$ cat config.mk
export PLATFORM = sky130hd
export DESIGN_NAME = json_number_scanner_unit
export DESIGN_NICKNAME = d
export VERILOG_FILES = /design/src/design/jns_pkg.sv /design/src/design/jns_front.sv /design/src/design/jns_fifo.sv /design/src/design/jns_back.sv /design/src/design/json_number_scanner_unit.sv
export VERILOG_INCLUDE_DIRS = /design/src /design/src/design
export SDC_FILE = /design/constraint.sdc
export NUM_CORES = 1
export LEC_CHECK = 0
export BUFFER_PORTS_ARGS = -buffer_cell sky130_fd_sc_hd__buf_4
export CORE_MARGIN = 2
export CORE_UTILIZATION = 36
export CTS_BUF_LIST = sky130_fd_sc_hd__clkbuf_4 sky130_fd_sc_hd__clkbuf_8
export DETAILED_ROUTE_END_ITERATION = 10
export GPL_TIMING_DRIVEN = 1
export REMOVE_ABC_BUFFERS = 1
export SLEW_MARGIN = 20
export SYNTH_ARGS = -nofsm -noshare
export SYNTH_HDL_FRONTEND = slang
export SYNTH_SLANG_ARGS = --single-unit
$ cat constraint.sdc
create_clock -name clk_i -period 15.3 [get_ports clk_i]
set_clock_uncertainty 0.05 [all_clocks]
set_input_delay 1.53 -clock clk_i [delete_from_list [all_inputs] [get_ports clk_i]]
set_output_delay 1.53 -clock clk_i [all_outputs]
set_load 0.01 [all_outputs]
$ cat src/design/assert_macros.svh
// Assertion macros shared by the checking code of the number scanner.
`ifndef ASSERT_MACROS_SVH
`define ASSERT_MACROS_SVH

// Property that must hold at every clock edge out of reset.
`define ASSERT_AT(lbl, prop, msg) \
  lbl: assert property (@(posedge clk_i) disable iff (!rst_ni) (prop)) else $error(msg);

// Property whose consequent must hold in the cycle after the antecedent.
`define ASSERT_NEXT(lbl, pre, post, msg) \
  lbl: assert property (@(posedge clk_i) disable iff (!rst_ni) (pre) |=> (post)) \
    else $error(msg);

`endif

$ cat src/design/jns_pkg.sv
// Types and constants shared by the number scanner modules.
package jns_pkg;

  localparam int CHAR_W     = 8;
  localparam int MANT_W     = 64;
  localparam int EXP_W      = 32;
  localparam int FRAC_W     = 8;
  localparam int OUT_DATA_W = 112;

  // Queue between front and back
  localparam int QDEPTH = 2;
  localparam int QPTR_W = (QDEPTH > 1) ? $clog2(QDEPTH) : 1;
  localparam int QCNT_W = $clog2(QDEPTH + 1);

  // Character classes produced by the front
  typedef enum logic [3:0] {
    CL_END,
    CL_WS,
    CL_N,
    CL_U,
    CL_L,
    CL_MINUS,
    CL_PLUS,
    CL_ZERO,
    CL_DIGIT,
    CL_DOT,
    CL_EXP,
    CL_OTHER
  } cls_e;

  typedef enum logic [3:0] {
    PH_WS,
    PH_NULL_OK,
    PH_NULL_BAD,
    PH_SIGN,
    PH_ZEROS,
    PH_INT,
    PH_FRAC,
    PH_EXP_START,
    PH_EXP_SIGN,
    PH_EXP_DIG
  } phase_e;

  // Work the back end does on one character
  typedef enum logic [3:0] {
    ACT_NONE,
    ACT_INT_DIGIT,
    ACT_FRAC_DIGIT,
    ACT_EXP_DIGIT,
    ACT_MINUS,
    ACT_EXP_NEG,
    ACT_DOT,
    ACT_NULL_STEP,
    ACT_EMIT_NUM,
    ACT_EMIT_NULL,
    ACT_EMIT_ERR,
    ACT_CLEAR
  } act_e;

  typedef enum logic [1:0] {
    KIND_UNSIGNED,
    KIND_SIGNED,
    KIND_FLOAT,
    KIND_NULL
  } kind_e;

  typedef enum logic [1:0] {
    ERR_OK,
    ERR_NO_DIGIT,
    ERR_END,
    ERR_NULL
  } err_e;

  typedef struct packed {
    cls_e              cls;
    logic [CHAR_W-1:0] ch;
  } q_entry_t;

  typedef struct packed {
    logic              valid;
    logic              full;
    logic [QCNT_W-1:0] count;
  } q_stat_t;

  typedef struct packed {
    kind_e             kind;
    logic              is_negative;
    logic [MANT_W-1:0] mantissa;
    logic [EXP_W-1:0]  decimal_exponent;
    err_e              error_code;
    logic [CHAR_W-1:0] terminator;
    logic              ended_by_end_mark;
  } res_t;

endpackage

$ cat src/design/jns_front.sv
// Front end: input handshake and character classification.
module jns_front (
  input  logic               s_tvalid_i,
  output logic               s_tready_o,
  input  logic [7:0]         s_tdata_i,
  input  logic               s_tuser_i,
  input  jns_pkg::q_stat_t   stat_i,
  output logic               push_o,
  output jns_pkg::q_entry_t  entry_o
);

  localparam logic [7:0] WS_MAX   = 8'd32;
  localparam logic [7:0] CH_N     = 8'h6E;
  localparam logic [7:0] CH_U     = 8'h75;
  localparam logic [7:0] CH_L     = 8'h6C;
  localparam logic [7:0] CH_MINUS = 8'h2D;
  localparam logic [7:0] CH_PLUS  = 8'h2B;
  localparam logic [7:0] CH_DOT   = 8'h2E;
  localparam logic [7:0] CH_E_LO  = 8'h65;
  localparam logic [7:0] CH_E_UP  = 8'h45;
  localparam logic [7:0] CH_0     = 8'h30;
  localparam logic [7:0] CH_1     = 8'h31;
  localparam logic [7:0] CH_9     = 8'h39;

  jns_pkg::cls_e cls;

  // Classify the incoming byte; the end mark wins over any character
  always_comb begin
    if (s_tuser_i) begin
      cls = jns_pkg::CL_END;
    end else if (s_tdata_i <= WS_MAX || s_tdata_i[7]) begin
      cls = jns_pkg::CL_WS;
    end else if (s_tdata_i == CH_N) begin
      cls = jns_pkg::CL_N;
    end else if (s_tdata_i == CH_U) begin
      cls = jns_pkg::CL_U;
    end else if (s_tdata_i == CH_L) begin
      cls = jns_pkg::CL_L;
    end else if (s_tdata_i == CH_MINUS) begin
      cls = jns_pkg::CL_MINUS;
    end else if (s_tdata_i == CH_PLUS) begin
      cls = jns_pkg::CL_PLUS;
    end else if (s_tdata_i == CH_0) begin
      cls = jns_pkg::CL_ZERO;
    end else if (s_tdata_i >= CH_1 && s_tdata_i <= CH_9) begin
      cls = jns_pkg::CL_DIGIT;
    end else if (s_tdata_i == CH_DOT) begin
      cls = jns_pkg::CL_DOT;
    end else if (s_tdata_i == CH_E_LO || s_tdata_i == CH_E_UP) begin
      cls = jns_pkg::CL_EXP;
    end else begin
      cls = jns_pkg::CL_OTHER;
    end
  end

  // Accept whenever the queue has room
  assign s_tready_o  = !stat_i.full;
  assign push_o      = s_tvalid_i && !stat_i.full;
  assign entry_o.cls = cls;
  assign entry_o.ch  = s_tdata_i;

endmodule

$ cat src/design/jns_fifo.sv
// Short queue of classified characters between front and back.
module jns_fifo (
  input  logic               clk_i,
  input  logic               rst_ni,
  input  logic               push_i,
  input  jns_pkg::q_entry_t  entry_i,
  input  logic               pop_i,
  output jns_pkg::q_entry_t  entry_o,
  output jns_pkg::q_stat_t   stat_o
);

  localparam logic [jns_pkg::QPTR_W-1:0] PTR_LAST = jns_pkg::QPTR_W'(jns_pkg::QDEPTH - 1);
  localparam logic [jns_pkg::QCNT_W-1:0] CNT_FULL = jns_pkg::QCNT_W'(jns_pkg::QDEPTH);

  jns_pkg::q_entry_t             mem_q [jns_pkg::QDEPTH];
  logic [jns_pkg::QPTR_W-1:0]    wr_ptr_q, wr_ptr_d;
  logic [jns_pkg::QPTR_W-1:0]    rd_ptr_q, rd_ptr_d;
  logic [jns_pkg::QCNT_W-1:0]    count_q, count_d;

  // Storage write
  always_ff @(posedge clk_i) begin
    if (push_i) begin
      mem_q[wr_ptr_q] <= entry_i;
    end
  end

  // Pointer and fill count update
  always_comb begin
    wr_ptr_d = wr_ptr_q;
    rd_ptr_d = rd_ptr_q;
    count_d  = count_q;
    if (push_i) begin
      wr_ptr_d = (wr_ptr_q == PTR_LAST) ? '0 : wr_ptr_q + 1'b1;
    end
    if (pop_i) begin
      rd_ptr_d = (rd_ptr_q == PTR_LAST) ? '0 : rd_ptr_q + 1'b1;
    end
    if (push_i && !pop_i) begin
      count_d = count_q + 1'b1;
    end else if (pop_i && !push_i) begin
      count_d = count_q - 1'b1;
    end
  end

  always_ff @(posedge clk_i or negedge rst_ni) begin
    if (!rst_ni) begin
      wr_ptr_q <= '0;
      rd_ptr_q <= '0;
      count_q  <= '0;
    end else begin
      wr_ptr_q <= wr_ptr_d;
      rd_ptr_q <= rd_ptr_d;
      count_q  <= count_d;
    end
  end

  assign entry_o      = mem_q[rd_ptr_q];
  assign stat_o.valid = (count_q != '0);
  assign stat_o.full  = (count_q == CNT_FULL);
  assign stat_o.count = count_q;

endmodule

$ cat src/design/jns_back.sv
// Back end: token state machine, digit accumulators and result register.
module jns_back (
  input  logic               clk_i,
  input  logic               rst_ni,
  input  logic               q_valid_i,
  input  jns_pkg::q_entry_t  entry_i,
  output logic               pop_o,
  input  logic               res_ready_i,
  output logic               res_valid_o,
  output jns_pkg::res_t      res_o
);

  jns_pkg::phase_e                 phase_q, phase_d;
  jns_pkg::act_e                   act;
  jns_pkg::err_e                   err_sel;
  logic [jns_pkg::MANT_W-1:0]      mant_q, mant_d;
  logic [jns_pkg::FRAC_W-1:0]      frac_q, frac_d;
  logic [jns_pkg::EXP_W-1:0]       exp_q, exp_d;
  logic                            expneg_q, expneg_d;
  logic                            minus_q, minus_d;
  logic                            dot_q, dot_d;
  logic [1:0]                      null_idx_q, null_idx_d;
  logic                            out_valid_q;
  jns_pkg::res_t                   res_q, res;
  logic                            emit;
  logic                            clear_all;
  logic                            is_dig;
  logic                            null_bad;
  jns_pkg::cls_e                   null_want;
  logic [3:0]                      digit;
  logic [jns_pkg::FRAC_W-1:0]      neg_cnt;
  logic [jns_pkg::EXP_W-1:0]       scale;

  // Take a character when the result register is free or being drained
  assign pop_o  = q_valid_i && (!out_valid_q || res_ready_i);
  assign is_dig = (entry_i.cls == jns_pkg::CL_ZERO) || (entry_i.cls == jns_pkg::CL_DIGIT);
  assign digit  = entry_i.ch[3:0];

  // Null tail expects 'u' then 'l' twice; a bad letter sticks until the fourth char
  assign null_want = (null_idx_q == 2'd0) ? jns_pkg::CL_U : jns_pkg::CL_L;
  assign null_bad  = (entry_i.cls != null_want) || (phase_q == jns_pkg::PH_NULL_BAD);

  // Next state and the action for this character
  always_comb begin
    phase_d = phase_q;
    act     = jns_pkg::ACT_NONE;
    err_sel = jns_pkg::ERR_OK;
    if (pop_o) begin
      if (entry_i.cls == jns_pkg::CL_END) begin
        case (phase_q)
          jns_pkg::PH_ZEROS, jns_pkg::PH_INT, jns_pkg::PH_FRAC, jns_pkg::PH_EXP_DIG: begin
            act = jns_pkg::ACT_EMIT_NUM;
          end
          default: begin
            act     = jns_pkg::ACT_EMIT_ERR;
            err_sel = jns_pkg::ERR_END;
          end
        endcase
      end else begin
        case (phase_q)
          jns_pkg::PH_WS: begin
            if (entry_i.cls == jns_pkg::CL_WS) begin
              act = jns_pkg::ACT_NONE;
            end else if (entry_i.cls == jns_pkg::CL_N) begin
              phase_d = jns_pkg::PH_NULL_OK;
            end else if (entry_i.cls == jns_pkg::CL_MINUS) begin
              phase_d = jns_pkg::PH_SIGN;
              act     = jns_pkg::ACT_MINUS;
            end else if (entry_i.cls == jns_pkg::CL_ZERO) begin
              phase_d = jns_pkg::PH_ZEROS;
            end else if (entry_i.cls == jns_pkg::CL_DIGIT) begin
              phase_d = jns_pkg::PH_INT;
              act     = jns_pkg::ACT_INT_DIGIT;
            end else begin
              act     = jns_pkg::ACT_EMIT_ERR;
              err_sel = jns_pkg::ERR_NO_DIGIT;
            end
          end
          jns_pkg::PH_NULL_OK, jns_pkg::PH_NULL_BAD: begin
            if (null_idx_q[1]) begin
              if (null_bad) begin
                act     = jns_pkg::ACT_EMIT_ERR;
                err_sel = jns_pkg::ERR_NULL;
              end else begin
                act = jns_pkg::ACT_EMIT_NULL;
              end
            end else begin
              phase_d = null_bad ? jns_pkg::PH_NULL_BAD : jns_pkg::PH_NULL_OK;
              act     = jns_pkg::ACT_NULL_STEP;
            end
          end
          jns_pkg::PH_SIGN: begin
            if (entry_i.cls == jns_pkg::CL_ZERO) begin
              phase_d = jns_pkg::PH_ZEROS;
            end else if (entry_i.cls == jns_pkg::CL_DIGIT) begin
              phase_d = jns_pkg::PH_INT;
              act     = jns_pkg::ACT_INT_DIGIT;
            end else begin
              act     = jns_pkg::ACT_EMIT_ERR;
              err_sel = jns_pkg::ERR_NO_DIGIT;
            end
          end
          jns_pkg::PH_ZEROS, jns_pkg::PH_INT: begin
            if (entry_i.cls == jns_pkg::CL_ZERO && phase_q == jns_pkg::PH_ZEROS) begin
              act = jns_pkg::ACT_NONE;
            end else if (is_dig) begin
              phase_d = jns_pkg::PH_INT;
              act     = jns_pkg::ACT_INT_DIGIT;
            end else if (entry_i.cls == jns_pkg::CL_DOT) begin
              phase_d = jns_pkg::PH_FRAC;
              act     = jns_pkg::ACT_DOT;
            end else if (entry_i.cls == jns_pkg::CL_EXP) begin
              phase_d = jns_pkg::PH_EXP_START;
            end else begin
              act = jns_pkg::ACT_EMIT_NUM;
            end
          end
          jns_pkg::PH_FRAC: begin
            if (is_dig) begin
              act = jns_pkg::ACT_FRAC_DIGIT;
            end else if (entry_i.cls == jns_pkg::CL_EXP) begin
              phase_d = jns_pkg::PH_EXP_START;
            end else begin
              act = jns_pkg::ACT_EMIT_NUM;
            end
          end
          jns_pkg::PH_EXP_START: begin
            if (entry_i.cls == jns_pkg::CL_PLUS) begin
              phase_d = jns_pkg::PH_EXP_SIGN;
            end else if (entry_i.cls == jns_pkg::CL_MINUS) begin
              phase_d = jns_pkg::PH_EXP_SIGN;
              act     = jns_pkg::ACT_EXP_NEG;
            end else if (is_dig) begin
              phase_d = jns_pkg::PH_EXP_DIG;
              act     = jns_pkg::ACT_EXP_DIGIT;
            end else begin
              act = jns_pkg::ACT_EMIT_NUM;
            end
          end
          jns_pkg::PH_EXP_SIGN, jns_pkg::PH_EXP_DIG: begin
            if (is_dig) begin
              phase_d = jns_pkg::PH_EXP_DIG;
              act     = jns_pkg::ACT_EXP_DIGIT;
            end else begin
              act = jns_pkg::ACT_EMIT_NUM;
            end
          end
          default: begin
            act = jns_pkg::ACT_CLEAR;
          end
        endcase
      end
      if (act == jns_pkg::ACT_EMIT_NUM || act == jns_pkg::ACT_EMIT_NULL ||
          act == jns_pkg::ACT_EMIT_ERR || act == jns_pkg::ACT_CLEAR) begin
        phase_d = jns_pkg::PH_WS;
      end
    end
  end

  // Accumulator updates and result fields
  always_comb begin
    mant_d     = mant_q;
    frac_d     = frac_q;
    exp_d      = exp_q;
    expneg_d   = expneg_q;
    minus_d    = minus_q;
    dot_d      = dot_q;
    null_idx_d = null_idx_q;
    emit       = 1'b0;
    clear_all  = 1'b0;
    res        = '0;
    // scale = sign-extended negative fraction count
    neg_cnt    = -frac_q;
    scale      = {{(jns_pkg::EXP_W - jns_pkg::FRAC_W){neg_cnt[jns_pkg::FRAC_W-1]}}, neg_cnt};
    case (act)
      jns_pkg::ACT_INT_DIGIT: begin
        mant_d = (mant_q << 3) + (mant_q << 1) + jns_pkg::MANT_W'(digit);
      end
      jns_pkg::ACT_FRAC_DIGIT: begin
        mant_d = (mant_q << 3) + (mant_q << 1) + jns_pkg::MANT_W'(digit);
        frac_d = frac_q + 1'b1;
      end
      jns_pkg::ACT_EXP_DIGIT: begin
        exp_d = (exp_q << 3) + (exp_q << 1) + jns_pkg::EXP_W'(digit);
      end
      jns_pkg::ACT_MINUS: begin
        minus_d = 1'b1;
      end
      jns_pkg::ACT_EXP_NEG: begin
        expneg_d = 1'b1;
      end
      jns_pkg::ACT_DOT: begin
        dot_d = 1'b1;
      end
      jns_pkg::ACT_NULL_STEP: begin
        null_idx_d = null_idx_q + 1'b1;
      end
      jns_pkg::ACT_EMIT_NUM: begin
        emit                  = 1'b1;
        clear_all             = 1'b1;
        res.is_negative       = minus_q;
        res.mantissa          = mant_q;
        res.ended_by_end_mark = (entry_i.cls == jns_pkg::CL_END);
        res.terminator        = (entry_i.cls == jns_pkg::CL_END) ? '0 : entry_i.ch;
        if (dot_q) begin
          res.kind             = jns_pkg::KIND_FLOAT;
          res.decimal_exponent = expneg_q ? (scale - exp_q) : (scale + exp_q);
        end else begin
          res.kind = minus_q ? jns_pkg::KIND_SIGNED : jns_pkg::KIND_UNSIGNED;
        end
      end
      jns_pkg::ACT_EMIT_NULL: begin
        emit      = 1'b1;
        clear_all = 1'b1;
        res.kind  = jns_pkg::KIND_NULL;
      end
      jns_pkg::ACT_EMIT_ERR: begin
        emit                  = 1'b1;
        clear_all             = 1'b1;
        res.error_code        = err_sel;
        res.terminator        = (err_sel == jns_pkg::ERR_NO_DIGIT) ? entry_i.ch : '0;
        res.ended_by_end_mark = (err_sel == jns_pkg::ERR_END);
      end
      jns_pkg::ACT_CLEAR: begin
        clear_all = 1'b1;
      end
      default: begin
        emit = 1'b0;
      end
    endcase
    if (clear_all) begin
      mant_d     = '0;
      frac_d     = '0;
      exp_d      = '0;
      expneg_d   = 1'b0;
      minus_d    = 1'b0;
      dot_d      = 1'b0;
      null_idx_d = '0;
    end
  end

  // Token state
  always_ff @(posedge clk_i or negedge rst_ni) begin
    if (!rst_ni) begin
      phase_q    <= jns_pkg::PH_WS;
      mant_q     <= '0;
      frac_q     <= '0;
      exp_q      <= '0;
      expneg_q   <= 1'b0;
      minus_q    <= 1'b0;
      dot_q      <= 1'b0;
      null_idx_q <= '0;
    end else begin
      phase_q    <= phase_d;
      mant_q     <= mant_d;
      frac_q     <= frac_d;
      exp_q      <= exp_d;
      expneg_q   <= expneg_d;
      minus_q    <= minus_d;
      dot_q      <= dot_d;
      null_idx_q <= null_idx_d;
    end
  end

  // Result register valid flag
  always_ff @(posedge clk_i or negedge rst_ni) begin
    if (!rst_ni) begin
      out_valid_q <= 1'b0;
    end else if (emit) begin
      out_valid_q <= 1'b1;
    end else if (res_ready_i) begin
      out_valid_q <= 1'b0;
    end
  end

  // Result payload
  always_ff @(posedge clk_i) begin
    if (emit) begin
      res_q <= res;
    end
  end

  assign res_valid_o = out_valid_q;
  assign res_o       = res_q;

endmodule

$ cat src/design/json_number_scanner_unit.sv
// Top level of the streaming JSON number and null scanner.
//
//  channel  | direction | tdata                           | tuser
//  ---------+-----------+---------------------------------+--------------
//  s_axis   | in        | char_byte                       | end_mark
//  m_axis   | out       | token fields, see port comment  | kind
//
// One character is taken per cycle while the queue has room; a result is
// registered in the cycle after the character that ends the token is taken
// by the back end's token state machine.
// A two-entry queue parts the classifier from the state machine, so input
// keeps flowing for two characters while the result register is stalled.
// Reset is asynchronous, active low, and returns to whitespace skipping.
`include "assert_macros.svh"

module json_number_scanner_unit (
  input  logic                              clk_i,
  input  logic                              rst_ni,
  input  logic                              s_axis_tvalid,
  output logic                              s_axis_tready,
  // [7:0] char_byte
  input  logic [7:0]                        s_axis_tdata,
  // [0] end_mark
  input  logic                              s_axis_tuser,
  output logic                              m_axis_tvalid,
  input  logic                              m_axis_tready,
  // [0] is_negative, [64:1] mantissa, [96:65] decimal_exponent,
  // [98:97] error_code, [106:99] terminator, [107] ended_by_end_mark, [111:108] zero
  output logic [jns_pkg::OUT_DATA_W-1:0]    m_axis_tdata,
  // [1:0] kind
  output logic [1:0]                        m_axis_tuser
);

  logic               q_push;
  logic               q_pop;
  jns_pkg::q_entry_t  q_in;
  jns_pkg::q_entry_t  q_head;
  jns_pkg::q_stat_t   q_stat;
  jns_pkg::res_t      res;

  // Classifier and input handshake
  jns_front u_front (
    .s_tvalid_i (s_axis_tvalid),
    .s_tready_o (s_axis_tready),
    .s_tdata_i  (s_axis_tdata),
    .s_tuser_i  (s_axis_tuser),
    .stat_i     (q_stat),
    .push_o     (q_push),
    .entry_o    (q_in)
  );

  // Queue between the two halves
  jns_fifo u_fifo (
    .clk_i   (clk_i),
    .rst_ni  (rst_ni),
    .push_i  (q_push),
    .entry_i (q_in),
    .pop_i   (q_pop),
    .entry_o (q_head),
    .stat_o  (q_stat)
  );

  // Token state machine and result register
  jns_back u_back (
    .clk_i       (clk_i),
    .rst_ni      (rst_ni),
    .q_valid_i   (q_stat.valid),
    .entry_i     (q_head),
    .pop_o       (q_pop),
    .res_ready_i (m_axis_tready),
    .res_valid_o (m_axis_tvalid),
    .res_o       (res)
  );

  // Output packing
  assign m_axis_tdata = {4'b0000, res.ended_by_end_mark, res.terminator, res.error_code,
                         res.decimal_exponent, res.mantissa, res.is_negative};
  assign m_axis_tuser = res.kind;

  // Checks
  `ASSERT_AT(q_fill_bound, q_stat.count <= jns_pkg::QCNT_W'(jns_pkg::QDEPTH), "queue overfilled")
  `ASSERT_AT(pop_needs_entry, q_pop |-> q_stat.valid, "pop from empty queue")
  `ASSERT_NEXT(end_gives_result, q_pop && (q_head.cls == jns_pkg::CL_END), m_axis_tvalid, "end mark produced no result")
  `ASSERT_AT(err_has_no_kind, (m_axis_tvalid && (res.error_code != jns_pkg::ERR_OK)) |-> (res.kind == jns_pkg::KIND_UNSIGNED), "error result with nonzero kind")

endmodule

## After elaboration in Yosys (flattened, before gate mapping)

Memories as Yosys holds them, arrays and structs flattened.
Cells that the tools add are included.

- Register bits: 228
- Bits in writable memories: 24
- Output and inout bits: 116
- Bits of input ports: 13
- Memories kept: 1

- Eq/ne operators: 50
- Add/subtract/negate cells: 13
- Order comparisons: 3
- Reduce and logical (&&, ||, !) cells: 41
- Multiplexer cells: 92

Memories:

| memory | words | width | rd ports | clocked after memory_dff | write ports | RTL line | text |
|---|---|---|---|---|---|---|---|
| u_fifo.mem_q | 2 | 12 | 1 | 0 | 1 | jns_fifo.sv:15 | `jns_pkg::q_entry_t mem_q [jns_pkg::QDEPTH];` |

Operators with widths:

| operator | number |
|---|---|
| $mux W4 | 43 |
| $mux W64 | 2 |
| $mux W32 | 3 |
| $add A32 B32 Y32 | 2 |
| $add A64 B4 Y64 | 1 |
| $add A64 B64 Y64 | 1 |
| $pmux W4 S7 | 2 |
| $eq A4 B4 Y1 const B | 13 |
| $eq A4 B3 Y1 const B | 11 |
| $eq A8 B7 Y1 const B | 5 |
| $add A32 B4 Y32 | 1 |
| $eq A8 B6 Y1 const B | 4 |
| $mux W2 | 16 |
| $mux W8 | 4 |
| $sub A32 B32 Y32 | 1 |
| $eq A4 B2 Y1 const B | 5 |
| $reduce_bool A2 Y1 | 10 |
| $mux W1 | 18 |
| $pmux W9 S2 | 1 |
| $le A8 B6 Y1 const B | 2 |
| $eq A4 B1 Y1 const B | 3 |
| $ne A3 B3 Y1 const B | 4 |
| $add A8 B1 Y8 const B | 1 |
| $ge A8 B6 Y1 const B | 1 |
| 22 further kinds | 45 |

## Longest topological paths before layout

An unclocked memory read counts as a cell.

- Depth in word-level cells: 16
- Depth in mapped cells: 18
- Mapped depth without buffers: 17

## Hierarchy

Synthesis repeated with hierarchy kept, for this count alone.

- Cells, all modules: 2,013
- Area total of the unflattened synthesis: 19,090.8 um^2

By module, submodules not included:

| module | cells each | area an instance (um^2) | times used | seq. area each (um^2) |
|---|---|---|---|---|
| jns_back | 1,906 | 17,649.4 | 1 | 6,155.9 |
| jns_fifo | 53 | 1,089.8 | 1 | 820.8 |
| jns_front | 49 | 317.8 | 1 | 0.0 |
| json_number_scanner_unit | 5 | 33.8 | 1 | 0.0 |

## Worst setup path before layout

No wires, ideal clock.

- Kind: input -> register
- Start point: input port m_axis_tready
- End point: register u_back.res_q (netlist bit u_back.res_o[0]), enable pin
- Setup slack: 10.019 ns
- Stages: 7
- Arrival time: 4.768 ns
- Data required time: 14.786 ns
- Path through: nand2b_1 o21a_1 clkinv_1 nor2_1 buf_2 nand2_1 inv_1

- Longest elaborated chain between the ends: 6

Ends and longest elaborated chain:

| element | RTL line | text |
|---|---|---|
| start: declaration | json_number_scanner_unit.sv:26 | `input logic m_axis_tready,` |
| $logic_or A1 B1 Y1 * | jns_back.sv:35 | `assign pop_o = q_valid_i && (!out_valid_q \|\| res_ready_i);` |
| $logic_and A1 B1 Y1 * | jns_back.sv:35 |  |
| $mux W4 * | jns_back.sv:48 | `if (pop_o) begin` |
| $eq A4 B4 Y1 | jns_back.sv:175 | `case (act)` |
| $reduce_or A3 Y1 (no line) * | - |  |
| $mux W1 * | jns_back.sv:175 |  |
| net u_back.emit | jns_back.sv:25 | `logic emit;` |
| end signal: assignment | jns_back.sv:279 | `res_q <= res;` |
| end: declaration | jns_back.sv:24 | `jns_pkg::res_t res_q, res;` |

The timed path passes the listed nets; every way through them passes the cells marked *.
A chain may end at the register's enable or synchronous reset.

## Final worst setup path

- Start point: register u_fifo.rd_ptr_q
- End point: register u_back.mant_q[63] (netlist bit)

- Longest elaborated chain between the ends: 15

Ends and longest elaborated chain:

| element | RTL line | text |
|---|---|---|
| start: declaration | jns_fifo.sv:17 | `logic [jns_pkg::QPTR_W-1:0] rd_ptr_q, rd_ptr_d;` |
| start signal: assignment | jns_fifo.sv:52 | `rd_ptr_q <= rd_ptr_d;` |
| $mem_v2 Z2 W12 * | - |  |
| $eq A4 B4 Y1 | jns_back.sv:36, jns_back.sv:71, jns_back.sv:95 |  |
| $mux W4 | jns_back.sv:71, jns_back.sv:95 |  |
| $mux W4 | jns_back.sv:69 | `end else if (entry_i.cls == jns_pkg::CL_ZERO) begin` |
| $mux W4 | jns_back.sv:66 | `end else if (entry_i.cls == jns_pkg::CL_MINUS) begin` |
| $mux W4 | jns_back.sv:64 | `end else if (entry_i.cls == jns_pkg::CL_N) begin` |
| $mux W4 | jns_back.sv:62 | `if (entry_i.cls == jns_pkg::CL_WS) begin` |
| $pmux W4 S7 | jns_back.sv:60 | `case (phase_q)` |
| $mux W4 | jns_back.sv:49 | `if (entry_i.cls == jns_pkg::CL_END) begin` |
| $mux W4 (2 in a row) | jns_back.sv:48 |  |
| $eq A4 B4 Y1 | jns_back.sv:175 |  |
| $reduce_or A4 Y1 (no line) | - |  |
| $mux W1 | jns_back.sv:175 |  |
| $mux W64 or $reduce_bool A2 Y1 (tied branches) | - |  |
| end signal: assignment | jns_back.sv:255 | `mant_q <= mant_d;` |
| end: declaration | jns_back.sv:16 | `logic [jns_pkg::MANT_W-1:0] mant_q, mant_d;` |

Mark *: on every way between the ends. The rest lies on a longest branch, timed or not. The select of a mux whose other input is x is not followed.

==> summary by stage <==
Floorplanning
The die height is between 200 and 250 microns. From left edge to right edge, the die measures about 240 microns. The region available for standard cell placement spans approximately 54,000 sq um.

For this configuration, the core starts out at a cell density of 0.363. The die covers about 56,000 sq um. The number of rows in the core area is 85. The count of boundary I/O pins is 129.

Worst setup path
The number of cells on the worst reg-to-reg path is 11. The first element of the critical path is u_fifo.rd_ptr_q. Of all nets on the critical path, the largest fanout is 30. The endpoint of the worst register-to-register path is u_back.mant_q[63]. The number of buffer and inverter stages on the critical path is 0. The arrival time at the worst endpoint is ~5.5 ns. STA classifies the critical path endpoint as a flop. Broken down by cell family, the worst path's largest delay share belongs to compound AO/OA/AOI/OAI gates. Setup slack on the worst reg-to-reg path comes out at around 10 ns.

Data on the critical path is required at its endpoint by between 15 and 20 ns. For this run, the slowest stage of the critical path takes 1.05 ns. The reg-to-reg startpoint is u_fifo.rd_ptr_q. The category of the worst setup path launch point is a flop. The critical path goes through mux2_2 -> fa_1 -> ha_1 -> a21oi_1 -> nand4b_1 -> a21o_1 -> a211oi_1 -> nor4_1 -> o31ai_1 -> a41oi_1 -> a211o_1. The critical path class is reg2reg.

For this design, the slowest cell found on the critical path is dfrtp_1.

Placement
Summed over all nets, the half-perimeter wirelength after detailed placement is 37,700 microns. The global placement routability congestion is 0.882. The number of buffers inserted by port buffering is ~120.

Synthesis
Yosys mapped a number of flops with a built-in enable equal to ~130. Averaged over all synthesized cells, the footprint is roughly 9.2 sq um. The cell count after synthesis is ~2,100. Of the post-synthesis cell area, the dominant cell type holds 0.207. The cell area that synthesis handed to floorplanning was 19,500 sq um. Counting flops and latches in the post-synthesis netlist gives 252. The sequential-to-total area share from yosys stat is 0.358.

Counting distinct cell types in the post-synthesis netlist gives 96. The most used flip-flop cell after synthesis is edfxtp_1. By area the synthesized netlist is led by edfxtp_1 (21%), dfrtp_1 (15%), ha_1 (14%), a21oi_1 (4.6%), xnor2_1 (4.0%).

Of all cell types, the one taking the most synthesized area is edfxtp_1. The number of warning messages in the yosys log is 0. In the synthesized netlist the async set-or-reset flop fraction comes to 0.468.

Min path
The cell count of the worst hold path is 2. The startpoint of the worst hold path is u_back.minus_q. The hold-critical path endpoint is u_back.minus_q. The class of the tightest hold or removal check is reg2reg.

Layout
The number of fill cells is approximately 5,300. The area of the multi-input gates is 11,900 sq um. The library cell used most frequently in the layout, excluding fill and tap cells, is ha_1. The core utilization of the finished layout is 0.410. The number of nets in the final layout is about 2,400.

The library cells used most frequently in the layout, excluding fill and tap cells, are ha_1 (216), nand2_1 (208), a21oi_1 (180). The storage element area is approximately 7000 sq um. The layout cell share with drive strength beyond 1 is 0.117. The layout overhead on the synthesized area is 12.8%.

Timing
The peak clock frequency supported by timing is around 0.20 GHz. After layout, the minimum clock period comes to around 5 ns. The sum of negative setup slack is 0 ns. The relative slew slack is 0.280. Setup violations remaining at the end of the flow were counted as 0. Setup repair after global routing left no endpoint under its margin. The pin slew with the least headroom to its limit is approximately 1.1 ns. Hold is met by roughly 0.42 ns.

The final worst-path cycle share is 0.328. The number of max-slew violations in the final report is 0. The number of failing hold endpoints at the final stage is 0.

GRT
Entering global routing, the biggest net connects 68 pins. The total congestion overflow is 0. The via count of the first global-routing pass is 15,900.

The first global-routing pass estimated 84,700 microns of wire. The overall routing resource usage is 0.184. The initial antenna violation count is 2.

Clock tree
The clock-pin slew on the worst setup and hold paths is around 0.060 ns. In this run the deepest clock path goes through 3 buffers. TritonCTS built the clock tree.

The tree is rooted in a clkbuf_8. In this run, post-CTS repair resized a total of 0 instances. Counting every sink on the clock net gives around 250. The later pin in the worst-skew pair is clocked with a latency of about 0.65 ns. The total CTS buffers is 45. The number of buffers inserted to repair setup after CTS is 0.

The H-tree depth reported by CTS is 2. The count of hold-fix buffers inserted at cts is 0.

Drt
Dividing the detail-routed wire length by the instance count gives 17.8 microns. In the detailed route, the total length drawn on met3 is between 2000 and 2500 microns. After detailed routing, the met2 layer carries between 20,000 and 25,000 microns of wire. The DRC violations left is 0. The number of detailed-routing iterations run before antenna repair is 5.

The post-route antenna net violation count is 0. The first-iteration detailed-routing DRC count is 1,012. The met1 wire length is 25,800 microns. The detailed router placed 16,100 vias in this run. The uppermost layer routed is met4. Using the TritonRoute via totals, the vias-per-cell ratio works out to about 5.5.

The post-detailed-routing wire length is between 50,000 and 60,000 microns.

Run status
The flow ran to the end, and the final reports show no timing, DRC or antenna violations.

Job
Max-cap violations in this run came to 0.
==> cell type report <==
cell class                      count  area share
Clock buffer                       63      0.0355
Sequential cell                   252       0.318
Tap cell                          696      0.0397
Antenna cell                        1    0.000114
Multi-Input combinational cell   1709       0.540
Inverter                           54     0.00935
Timing Repair Buffer              133      0.0455
Clock inverter                     21      0.0122
==> cells by family (layout without fill, tap and decap cells) <==
kind of cell | Yosys count | in the layout | share of synthesized area
compound gates | 588 | 588 | 0.194
xor+xnor | 136 | 136 | 0.0612
fa+ha+maj | 221 | 221 | 0.144
buf+inv | 154 | 271 | 0.0356
flops | 252 | 252 | 0.358
mux | 25 | 25 | 0.0132
other cells | 1 | 5 | 0.000193
simple gates | 735 | 735 | 0.194
==> worst min-delay path, stage by stage (launching register included) <==
cell and delay (ns):
dfrtp_1 0.34, nand2_1 0.05, o31ai_1 0.05
==> worst max path at each step <==
stage | endpoint | slack (ns) | cells after the start
2_1_floorplan | u_back.res_o[0] | 8.32 | 8
3_3_place_gp | u_back.mant_q[63] | 10.46 | 11
3_5_place_dp | u_back.mant_q[63] | 10.41 | 11
4_1_cts | u_back.mant_q[60] | 10.36 | 12
5_1_grt | u_back.mant_q[60] | 9.96 | 13
6_report | u_back.mant_q[63] | 10.27 | 11
==> synth_stat cells (7+ instances only) <==
master	instances
o31ai_1	20
nor3_1	49
and3_1	21
o21a_1	24
nand3_1	72
a21oi_1	180
buf_2	23
inv_1	53
and2_1	76
dfrtp_1	118
a21boi_0	10
nand2b_1	26
a31oi_1	21
a211o_1	8
mux2i_1	19
o21bai_1	19
o211a_1	7
xnor2_1	90
xor2_1	46
ha_1	216
buf_4	7
nor4_1	17
nor3b_1	14
nand2_1	209
clkbuf_1	55
nor2b_1	28
o21ai_0	133
o22ai_1	9
edfxtp_1	134
a21o_1	63
a211oi_1	26
nand4_1	35
nor2_1	123
or3_1	14
==> stage by stage <==
stage / setup WS (ns) / cells / instance area, sq um
global route: 9.96 / 2929 / 22000
global placement: 10.46 / 2844 / 20900
CTS: 10.36 / 2928 / 22000
finish: 10.27 / 2929 / 22000
detailed placement: 10.41 / 2844 / 20900
floorplan: 8.32 / 2015 / 19000
==> metal layers <==
metal,vias up,global-route usage
li1,7969,-
met1,7748,0.262
met2,359,0.289
met3,67,0.0298
met4,0,0.0489
met5,-,0
==> sequential cells by signal, summed over array words and instances, names as in the netlist <==
register / flops
u_back.res_valid_o: 1
u_back.exp_q: 32
u_back.res_o: 110
u_fifo.mem_q: 24
u_back.expneg_q: 1
u_back.phase_q: 4
u_back.minus_q: 1
u_fifo.count_q: 2
u_fifo.wr_ptr_q: 1
u_back.dot_q: 1
u_back.mant_q: 64
u_back.frac_q: 8
u_fifo.rd_ptr_q: 1
u_back.null_idx_q: 2
Power is not shown: default switching activity piles up to over one toggle a cycle in this logic, so the estimate is an artifact.
